## config.mk

```make
export PLATFORM = sky130hd
export DESIGN_NAME = bsrut_ctrl
export DESIGN_NICKNAME = d
export VERILOG_FILES = /design/src/sv/bsrut_pkg.sv /design/src/sv/bsrut_ctrl.sv
export SDC_FILE = /design/constraint.sdc
export NUM_CORES = 1
export LEC_CHECK = 0
export ABC_AREA = 1
export ABC_CLOCK_PERIOD_IN_PS = 1620
export BUFFER_PORTS_ARGS = -buffer_cell sky130_fd_sc_hd__buf_2
export CORE_AREA = 2 2 58 60
export CTS_BUF_LIST = sky130_fd_sc_hd__clkbuf_16
export CTS_CLUSTER_DIAMETER = 40
export CTS_CLUSTER_SIZE = 10
export DETAILED_ROUTE_END_ITERATION = 7
export DIE_AREA = 0 0 60 62
export PLACE_DENSITY = 0.67
export SYNTH_ARGS = -nofsm -noshare
export SYNTH_HDL_FRONTEND = slang
export SYNTH_SLANG_ARGS = --single-unit
```

## constraint.sdc

```tcl
create_clock -name clk_i -period 1.62 [get_ports clk_i]
set_input_delay 0.324 -clock clk_i [delete_from_list [all_inputs] [get_ports clk_i]]
set_output_delay 0.324 -clock clk_i [all_outputs]
set_load 0.02 [all_outputs]
```

## src/sv/bsrut_pkg.sv

```systemverilog
// ----------------------------------------------------------------------------
// bsrut_pkg: shared types and constants
// Command codes, register indexes, widths and the control and status groups
// between the controller and the datapath of the triangular BSR engine.
// ----------------------------------------------------------------------------
package bsrut_pkg;

  localparam int unsigned MAX_BLOCK_DEF    = 8;
  localparam int unsigned VECTOR_DEPTH_DEF = 1024;

  localparam int unsigned DATA_W    = 32;
  localparam int unsigned IDX_W     = 10;
  localparam int unsigned BLK_W     = 10;
  localparam int unsigned POS_W     = 6;
  localparam int unsigned CMD_W     = 3;
  localparam int unsigned CFG_IDX_W = 3;
  localparam int unsigned CFG_W     = 32;
  localparam int unsigned BSIZE_W   = 4;
  localparam int unsigned COUNT_W   = 11;
  localparam int unsigned ACC_W     = 64;
  localparam int unsigned OPND_W    = 33;
  localparam int unsigned PROD_W    = 2 * OPND_W;
  localparam int unsigned SUM_W     = 98;
  localparam int unsigned FRAC_W    = 16;
  localparam int unsigned DIV_STEPS = POS_W;

  localparam logic [DATA_W-1:0]  ALPHA_RST  = 32'h0001_0000;
  localparam logic [DATA_W-1:0]  BETA_RST   = 32'h0000_0000;
  localparam logic [BSIZE_W-1:0] BSIZE_RST  = 4'd4;
  localparam logic [SUM_W-1:0]   ROUND_HALF = SUM_W'(32768);

  typedef enum logic [CMD_W-1:0] {
    CMD_WRITE_X = 3'd0,
    CMD_WRITE_Y = 3'd1,
    CMD_MATRIX  = 3'd2,
    CMD_READ    = 3'd3,
    CMD_CLEAR   = 3'd4
  } cmd_e;

  typedef enum logic [CFG_IDX_W-1:0] {
    CFG_ALPHA     = 3'd0,
    CFG_BETA      = 3'd1,
    CFG_BSIZE     = 3'd2,
    CFG_LAYOUT    = 3'd3,
    CFG_ROW_COUNT = 3'd4,
    CFG_COL_COUNT = 3'd5
  } cfg_idx_e;

  typedef enum logic [1:0] {
    MUL_AX = 2'd0,  // matrix value times x
    MUL_BY = 2'd1,  // beta times y
    MUL_AL = 2'd2,  // alpha times low accumulator word
    MUL_AH = 2'd3   // alpha times high accumulator word
  } mul_sel_e;

  typedef struct packed {
    logic     capture;
    logic     wr_x;
    logic     wr_y;
    logic     div_step;
    logic     mat_read;
    logic     vec_read;
    logic     mul_en;
    mul_sel_e mul_sel;
    logic     add_en;
    logic     add_hi;
    logic     acc_update;
    logic     clr_step;
    logic     out_load;
  } dp_ctrl_t;

  typedef struct packed {
    logic clr_last;
  } dp_stat_t;

endpackage

```

## src/sv/bsrut_ctrl.sv

```systemverilog
// ----------------------------------------------------------------------------
// bsrut_ctrl: command sequencer
// One-hot state machine that steps the datapath through vector writes,
// matrix value updates, reads and the accumulator clearing sweep.
// ----------------------------------------------------------------------------
module bsrut_ctrl (
  input  logic                       clk_i,
  input  logic                       rst_ni,
  input  logic                       start_i,
  input  logic [bsrut_pkg::CMD_W-1:0] cmd_i,
  input  bsrut_pkg::dp_stat_t        stat_i,
  output logic                       busy_o,
  output logic                       result_valid_o,
  output bsrut_pkg::dp_ctrl_t        ctrl_o
);

  localparam int unsigned DCW = $clog2(bsrut_pkg::DIV_STEPS);

  typedef enum logic [13:0] {
    S_CLEAR = 14'b00000000000001,
    S_IDLE  = 14'b00000000000010,
    S_DIV   = 14'b00000000000100,
    S_ADDR  = 14'b00000000001000,
    S_XMUL  = 14'b00000000010000,
    S_XADD  = 14'b00000000100000,
    S_XACC  = 14'b00000001000000,
    S_RBY   = 14'b00000010000000,
    S_RSY   = 14'b00000100000000,
    S_RAL   = 14'b00001000000000,
    S_RSL   = 14'b00010000000000,
    S_RAH   = 14'b00100000000000,
    S_RSH   = 14'b01000000000000,
    S_ROUT  = 14'b10000000000000
  } state_e;

  state_e         state_q, state_d;
  logic [DCW-1:0] div_cnt_q, div_cnt_d;
  logic           valid_q;
  logic           accept;

  assign busy_o         = (state_q != S_IDLE);
  assign accept         = start_i && (state_q == S_IDLE);
  assign result_valid_o = valid_q;

  always_comb begin
    state_d   = state_q;
    div_cnt_d = div_cnt_q;
    ctrl_o    = '0;
    ctrl_o.mul_sel = bsrut_pkg::MUL_AX;
    unique case (state_q)
      S_CLEAR: begin
        ctrl_o.clr_step = 1'b1;
        if (stat_i.clr_last) begin
          state_d = S_IDLE;
        end
      end
      S_IDLE: begin
        if (accept) begin
          ctrl_o.capture = 1'b1;
          unique case (bsrut_pkg::cmd_e'(cmd_i))
            bsrut_pkg::CMD_WRITE_X: ctrl_o.wr_x = 1'b1;
            bsrut_pkg::CMD_WRITE_Y: ctrl_o.wr_y = 1'b1;
            bsrut_pkg::CMD_MATRIX: begin
              div_cnt_d = '0;
              state_d   = S_DIV;
            end
            bsrut_pkg::CMD_READ: begin
              ctrl_o.vec_read = 1'b1;
              state_d         = S_RBY;
            end
            bsrut_pkg::CMD_CLEAR: state_d = S_CLEAR;
            default: ;
          endcase
        end
      end
      S_DIV: begin
        ctrl_o.div_step = 1'b1;
        div_cnt_d       = div_cnt_q + 1'b1;
        if (div_cnt_q == DCW'(bsrut_pkg::DIV_STEPS - 1)) begin
          state_d = S_ADDR;
        end
      end
      S_ADDR: begin
        ctrl_o.mat_read = 1'b1;
        state_d         = S_XMUL;
      end
      S_XMUL: begin
        ctrl_o.mul_en  = 1'b1;
        ctrl_o.mul_sel = bsrut_pkg::MUL_AX;
        state_d        = S_XADD;
      end
      S_XADD: begin
        ctrl_o.add_en = 1'b1;
        state_d       = S_XACC;
      end
      S_XACC: begin
        ctrl_o.acc_update = 1'b1;
        state_d           = S_IDLE;
      end
      S_RBY: begin
        ctrl_o.mul_en  = 1'b1;
        ctrl_o.mul_sel = bsrut_pkg::MUL_BY;
        state_d        = S_RSY;
      end
      S_RSY: begin
        ctrl_o.add_en = 1'b1;
        state_d       = S_RAL;
      end
      S_RAL: begin
        ctrl_o.mul_en  = 1'b1;
        ctrl_o.mul_sel = bsrut_pkg::MUL_AL;
        state_d        = S_RSL;
      end
      S_RSL: begin
        ctrl_o.add_en = 1'b1;
        state_d       = S_RAH;
      end
      S_RAH: begin
        ctrl_o.mul_en  = 1'b1;
        ctrl_o.mul_sel = bsrut_pkg::MUL_AH;
        state_d        = S_RSH;
      end
      S_RSH: begin
        ctrl_o.add_en = 1'b1;
        ctrl_o.add_hi = 1'b1;
        state_d       = S_ROUT;
      end
      S_ROUT: begin
        ctrl_o.out_load = 1'b1;
        state_d         = S_IDLE;
      end
      default: state_d = S_IDLE;
    endcase
  end

  always_ff @(posedge clk_i or negedge rst_ni) begin
    if (!rst_ni) begin
      state_q   <= S_CLEAR;
      div_cnt_q <= '0;
      valid_q   <= 1'b0;
    end else begin
      state_q   <= state_d;
      div_cnt_q <= div_cnt_d;
      valid_q   <= (state_q == S_ROUT);
    end
  end

endmodule

```

; After elaboration in Yosys (flattened, before gate mapping)
; Cells that the tools add are included.
[word_totals]
reg_bits = 18
input_bits = 7
out_inout_bits = 16
wordCells = 58
[classes]
add_sub_neg = 1
eq_ne = 25
n_mux = 23
reduce_logical = 6
[ops]
columns = op, count
row1 = $pmux W14 S12, 1
row2 = $mux W14, 3
row3 = $pmux W14 S3, 1
row4 = $eq A14 B1 Y1 const B, 1
row5 = $eq A14 B10 Y1 const B, 1
row6 = $eq A14 B11 Y1 const B, 1
row7 = $eq A14 B12 Y1 const B, 1
row8 = $eq A14 B13 Y1 const B, 1
row9 = $eq A14 B14 Y1 const B, 1
row10 = $eq A14 B2 Y1 const B, 1
row11 = $eq A14 B3 Y1 const B, 1
row12 = $eq A14 B4 Y1 const B, 1
row13 = $eq A14 B5 Y1 const B, 1
row14 = $eq A14 B6 Y1 const B, 1
row15 = $eq A14 B7 Y1 const B, 1
row16 = $eq A14 B8 Y1 const B, 1
row17 = $eq A14 B9 Y1 const B, 1
row18 = $ne A14 B2 Y1 const B, 1
row19 = $mux W1, 12
row20 = $mux W3, 4
row21 = $pmux W3 S4, 1
row22 = $eq A3 B2 Y1 const B, 2
row23 = $eq A3 B3 Y1 const B, 2
row24 = $ne A2 B2 Y1 const B, 3
row25 = other kinds (11), 11

; Longest topological paths before layout
; Gate-level depths: netlist of run 1.
[logic_depth]
word_depth = 4
depth_mapped = 9
ltp_nobuf = 9

; Least setup slack after synthesis of run 1
; No wires, ideal clock.
[synth_timing]
path_kind = reg-to-output
from = register state_q[8]
to = output port ctrl_o[11] (netlist name)
arrival_ns = 1.655
required_ns = 1.296
setup_slack_ns = -0.359
path_stages_with_launch = 8
path_buffers = 0
cell_sequence = dfrtp_1 > nor2_2 > nand2_2 > nor2_8 > nand2_4 > nor2_4 > nand2_1 > nor3_1
[synth_lines]
columns = item, line_no
row1 = from (decl), bsrut_ctrl.sv:36  ; state_e state_q, state_d;
row2 = from (signal assigned), bsrut_ctrl.sv:142  ; state_q <= state_d;
row3 = to (decl), bsrut_ctrl.sv:14  ; output bsrut_pkg::dp_ctrl_t ctrl_o

==> out/metrics.yaml, run 1 <==
cts:
  numCtsBuffers: 3
  cts_tree: "built"
  clk_path_buf_depth: 2
  cts_hold_buf: 0
  clk_pin_slew_ps: 50
  cts.sinks: 18
  cts_root_buf: "clkbuf_16"
  htree_levels: 1
  clk_latency_ps: 250
timing:
  worst_pin_slew_ps: 413
  hold_viol: 0
  final-setup-viol-count: 18
  relSlewSlack: 0.725
  whs_ps: 1.77
  skew_ps: 3.60
  fin_ws_ps: -291
  period_needed_ps: 1910
  drv_slew: 0
  max_freq_mhz: 523
  post-route-period-util: 1.18
  rsz0062_at_grt: "yes"
final_layout:
  register_area_sq_um: 452
  fin_util: 0.620
  drive_above_1_share: 0.513
  antenna_cells: 0
  areaGrowthSynthToFinish_pct: 75.3
  multi_input_area_sq_um: 723
  final_nets: 240
  nFillCells: 273
critical_path:
  crit_fanout: 3
  timing.rr.start: "state_q[8]$_DFFE_PN0P_"
  critPathRequiredTime_ps: 1300
  reg2reg_to: "state_q[1]$_DFFE_PN0P_"
  rrSetupSlack_ps: -30
  crit_path_end_kind: "primary output"
  worst-endpoint-arrival_ps: 1590
  crit_type: "reg2out"
  rr_worst_depth: 11
  cp-start-kind: "flip-flop"
power_and_ir_drop:
  ir_drop_v: 0.00132
  p_leak_nw: 1.11
  cellPowerDensity_nw_per_um2: 1400
floorplanning:
  io_pins: 23
  die_h_microns: 62
  core_area_sq_um: 3180
  dieArea_sq_um: 3720
  initial_core_util: 0.354
  fp-row-count: 21
  die_x_microns: 60
route:
  drt_wl_total_microns: 3380
  drc: 0
  viasPerCell: 4.55
  routedWlPerCell_microns: 12.2
  drt-initial-drc-count: 49
  vias: 1256
  dr.pass1.iters: 4
  ant_nets: 0
hold_path:
  hp-class: "in2async"
logic_synthesis:
  synthTopCellsByArea: "dfrtp_1, nand2_1, inv_1"
  synth_largest_area_cell: "dfrtp_1"
  synthCells: 158
  synth_common_cells: "nand2_1, inv_1, nor2_1"
  synth_top_area_frac: 0.378
  ys_async_sr_fraction: 1.00
  postSynthAreaPerCell_sq_um: 7.12
  post-synth-top-count-cell: "nand2_1"
  synthFlopType: "dfrtp_1"
  ys_seq_area_frac: 0.402
  syn_nets: 167
  yosys_warnings: 0
  ys_ff_latch: 18
  yosysUniqueCellTypes: 22
  netlist_area_sq_um: 1120
  synth_enable_flop_cells: 0
run_status:
  status: "finished, violations left"
  violations: "setup timing"
grt:
  overflow: 0
  grt_use_total: 0.177
  grt_pass1_wl_microns: 4870
  grt_pass1_vias: 1227
  antenna_found_initial: 0
  grt_max_degree: 19
flow_run:
  maxCapViolCount: 0
place:
  place.gp.congestion: 0.850
  dpl.hpwl_microns: 2140
  numPortBuffers: 22
critical path: stages (launching register included):
cell and delay (ps):
dfrtp_1 410, nor2_4 170, nand2_4 100, buf_4 150, nor3_4 120, nand2_2 100
nand2_2 90, nor2_2 40, inv_1 50, buf_6 110
final cells by class:
type	count	area share
Tap cell	46	0.0292
Clock inverter	1	0.00190
Inverter	32	0.0622
Timing Repair Buffer	68	0.273
Sequential cell	18	0.229
Clock buffer	3	0.0381
Multi-Input combinational cell	108	0.367
metrics by stage:
stage,setup TNS (ps),area (sq um),setup slack [ps],power (mW),std cells
2_1_floorplan,-675,1140,-213,1.30,158
3_3_place_gp,-169,1540,-49.5,1.77,257
3_5_place_dp,-409,1540,-111,1.78,257
4_1_cts,-2730,1830,-275,2.54,268
5_1_grt,-5130,1970,-403,2.94,276
6_report,-3380,1970,-291,2.76,276
how the worst max path moves through the flow:
| stage | start | endpoint | slack [ps] | cells past startpoint |
|---|---|---|---|---|
| global route | state_q[8]$_DFFE_PN0P_ | ctrl_o[2] | -400 | 7 |
| CTS | state_q[5]$_DFFE_PN0P_ | ctrl_o[11] | -270 | 8 |
| finish | state_q[8]$_DFFE_PN0P_ | ctrl_o[4] | -290 | 9 |
| detailed placement | state_q[7]$_DFFE_PN0P_ | ctrl_o[0] | -110 | 6 |
| floorplan | state_q[8]$_DFFE_PN0P_ | ctrl_o[11] | -210 | 7 |
| global placement | state_q[7]$_DFFE_PN0P_ | ctrl_o[0] | -50 | 6 |
power by group:
part / internal, mW / switching [mW]
clock network: 0.328 / 0.167
registers: 0.535 / 0.0716
logic: 0.785 / 0.869
placed cells by master (no fill, tap or decap), types with 2 or more instances in the layout:
| master | synthesis | final |
|---|---|---|
| nor2_1 | 25 | 15 |
| inv_2 | 2 | 7 |
| nand2_1 | 36 | 30 |
| buf_2 | 0 | 7 |
| nor3_2 | 0 | 2 |
| inv_1 | 30 | 24 |
| nor3_1 | 5 | 2 |
| clkbuf_16 | 0 | 3 |
| nand2_2 | 3 | 7 |
| nand3_1 | 13 | 10 |
| nor2_2 | 4 | 6 |
| nand4_1 | 3 | 3 |
| nand3_2 | 0 | 2 |
| nor4_2 | 0 | 2 |
| nor2_4 | 2 | 10 |
| nand2_4 | 1 | 3 |
| buf_4 | 0 | 49 |
| buf_6 | 0 | 12 |
| o21ai_1 | 3 | 3 |
| or2_0 | 2 | 2 |
| ha_1 | 2 | 2 |
| dfrtp_1 | 17 | 17 |
sequential cells by signal, summed over array words and instances (netlist names):
register	count
div_cnt_q	3
result_valid_o	1
state_q	14
routing by layer:
metal  share of wire  global-route usage  wire [microns]  vias to the layer above
li1                -                   -               -                      634
met1            0.41               0.190            1380                      594
met2            0.55               0.334            1860                       24
met3           0.034              0.0497             115                        4
met4          0.0086              0.0571              29                        0
met5               0                   0               0                        -
timing repair:
action	in CTS	in global routing
buffers inserted	7	9
gates cloned	0	0
resized for setup	44	26
pin swaps	7	7
setup endpoints to repair	16	18
cells by family (layout without fill, tap and decap cells):
logic type / count (synthesis) / after routing / share of synthesized area
AO/OA/AOI/OAI: 4 / 4 / 0.0178
buffers and inverters: 32 / 104 / 0.107
XOR/XNOR: 1 / 1 / 0.00779
AND/OR/NAND/NOR: 101 / 101 / 0.444
flip-flops: 18 / 18 / 0.402
adder cells (fa/ha/maj): 2 / 2 / 0.0222
(Power assumes the default switching activity.)
==> inputs of run 2 (changes only) <==
- SKIP_CTS_REPAIR_TIMING: not set -> 1
==> run 2 against run 1 <==
Net effect: the flow still finishes with violations (setup timing); register-to-register slack gained 70 ps; clock power down 0.8%; cell area down 8.4%; wire length decreased by 15%; critical path type unchanged.
==> out/metrics.yaml, run 2 (synthesis gave the netlist of run 1 again) <==
final_layout:
  largest-register: "state_q"
  antenna_cells: 0  # unchanged
  final_nets: 229  # -4.6%
  fin_util: 0.568  # -0.0519
  drive_above_1_share: 0.429  # -0.0838
  register_area_sq_um: 452  # unchanged
  multi_input_area_sq_um: 668  # -7.6%
  final_cell_mix: "buf_4, nand2_1, inv_1, dfrtp_1, nor2_1"
  areaGrowthSynthToFinish_pct: 60.6
  largest_reg_flops: 14  # unchanged
  nFillCells: 289  # +5.9%
  layout_commonest_cell: "buf_4"
flow_run:
  maxCapViolCount: 0  # unchanged
critical_path:
  critPathRequiredTime_ps: 1300  # about the same
  crit_path_end_kind: "primary output"
  worst-endpoint-arrival_ps: 1570  # -20 ps
  crit_type: "reg2out"
  crit_fanout: 4  # +1
  cp-start-kind: "flip-flop"
cts:
  cts_tree: "built"
  clk_path_buf_depth: 2  # unchanged
  htree_levels: 1  # unchanged
  cts.sinks: 18  # unchanged
  clk_latency_ps: 250  # about the same
  numCtsBuffers: 3  # unchanged
  cts_root_buf: "clkbuf_16"
  clk_pin_slew_ps: 50  # about the same
run_status:
  violations: "setup timing"
  status: "finished, violations left"
power_and_ir_drop:
  total_power_mw: 2.49  # -9.6%
  cellPowerDensity_nw_per_um2: 1380  # -1.3%
  p_leak_nw: 1.05  # -5.7%
  ir_drop_v: 0.00130  # -1.7%
route:
  viasPerCell: 4.51  # -0.91%
  drc: 0  # unchanged
  drt_wl_total_microns: 2880  # -15%
  routedWlPerCell_microns: 10.8  # -11%
  ant_nets: 0  # unchanged
  dr.pass1.iters: 4  # unchanged
  drt-initial-drc-count: 28  # -43%
  vias: 1195  # -4.9%
timing:
  skew_ps: 0.816  # -2.79 ps
  whs_ps: 3.62  # +1.85 ps
  max_freq_mhz: 528  # +0.92%
  final-setup-viol-count: 15  # -3
  drv_slew: 0  # unchanged
  rsz0062_at_grt: "yes"
  worst_pin_slew_ps: 411  # -2.04 ps
  post-route-period-util: 1.17  # -0.0107
  relSlewSlack: 0.726  # +0.00136
  fin_ws_ps: -274  # +17.3 ps
  period_needed_ps: 1890  # -17.3 ps
  hold_viol: 0  # unchanged
floorplanning:
  dieArea_sq_um: 3720  # unchanged
  io_pins: 23  # unchanged
  die_h_microns: 62  # unchanged
  fp-row-count: 21  # unchanged
  core_area_sq_um: 3180  # unchanged
  initial_core_util: 0.354  # unchanged
  die_x_microns: 60  # unchanged
hold_path:
  hp-class: "in2async"
grt:
  grt_use_total: 0.160  # -0.0171
  overflow: 0  # unchanged
  grt_max_degree: 19  # unchanged
  antenna_found_initial: 0  # unchanged
  grt_pass1_wl_microns: 4420  # -9.2%
  grt_pass1_vias: 1134  # -7.6%
place:
  numPortBuffers: 22  # unchanged
  place.gp.congestion: 0.850  # unchanged
  dpl.hpwl_microns: 2140  # unchanged
## run 2: worst max-delay path, stage by stage, from the launching register on
cell,delay (ps)
dfrtp_1,400
nor2_2,160
nand2_4,100
nor2_4,140
nand2_4,80
nor2_4,90
nand2_2,70
nor3_2,110
buf_4,160
## run 2: power by group
group	leakage [nW]	switching (mW)	internal [mW]
clock network	0.0385	0.163	0.328
logic	0.770	0.773	0.625
registers	0.240	0.0679	0.535
total	1.05	1.00	1.49
## run 2: final timing paths
path,slack [ps],startpoint,endpoint,depth (start not counted)
max in group asynchronous,1290,rst_ni,state_q[0]$_DFFE_PN1P_,1
hold reg to reg,550,div_cnt_q[1]$_DFFE_PN0P_,div_cnt_q[1]$_DFFE_PN0P_,2
setup reg to reg,40,state_q[1]$_DFFE_PN0P_,state_q[1]$_DFFE_PN0P_,11
min in group clk_i,340,cmd_i[2],state_q[0]$_DFFE_PN1P_,3
hold / removal,4,rst_ni,state_q[10]$_DFFE_PN0P_,1
setup / recovery,-270,state_q[4]$_DFFE_PN0P_,ctrl_o[11],8
## run 2: per-stage QoR
step / setup TNS [ps] / worst slack, ps / area (sq um) / std cells
after floorplan: -675 / -213 / 1140 / 158
after global placement: -169 / -49.5 / 1540 / 257
after detailed placement: -409 / -111 / 1540 / 257
after CTS: -4270 / -386 / 1620 / 261
after global routing: -4300 / -393 / 1810 / 265
final: -2720 / -274 / 1810 / 265
## run 2: layout make-up
| type | instances | area share |
|---|---|---|
| inverters | 32 | 0.0679 |
| repair buffers | 57 | 0.237 |
| well taps | 46 | 0.0319 |
| clock buffers | 3 | 0.0416 |
| clock inverters | 1 | 0.00208 |
| multi-input cells | 108 | 0.370 |
| flip-flops and latches | 18 | 0.250 |
## run 2: per-layer routing
| metal | share of wire | wire (microns) | track usage |
|---|---|---|---|
| met1 | 0.44 | 1260 | 0.185 |
| met2 | 0.51 | 1470 | 0.293 |
| met3 | 0.039 | 111 | 0.0393 |
| met4 | 0.013 | 36 | 0.0444 |
| met5 | 0 | 0 | 0 |
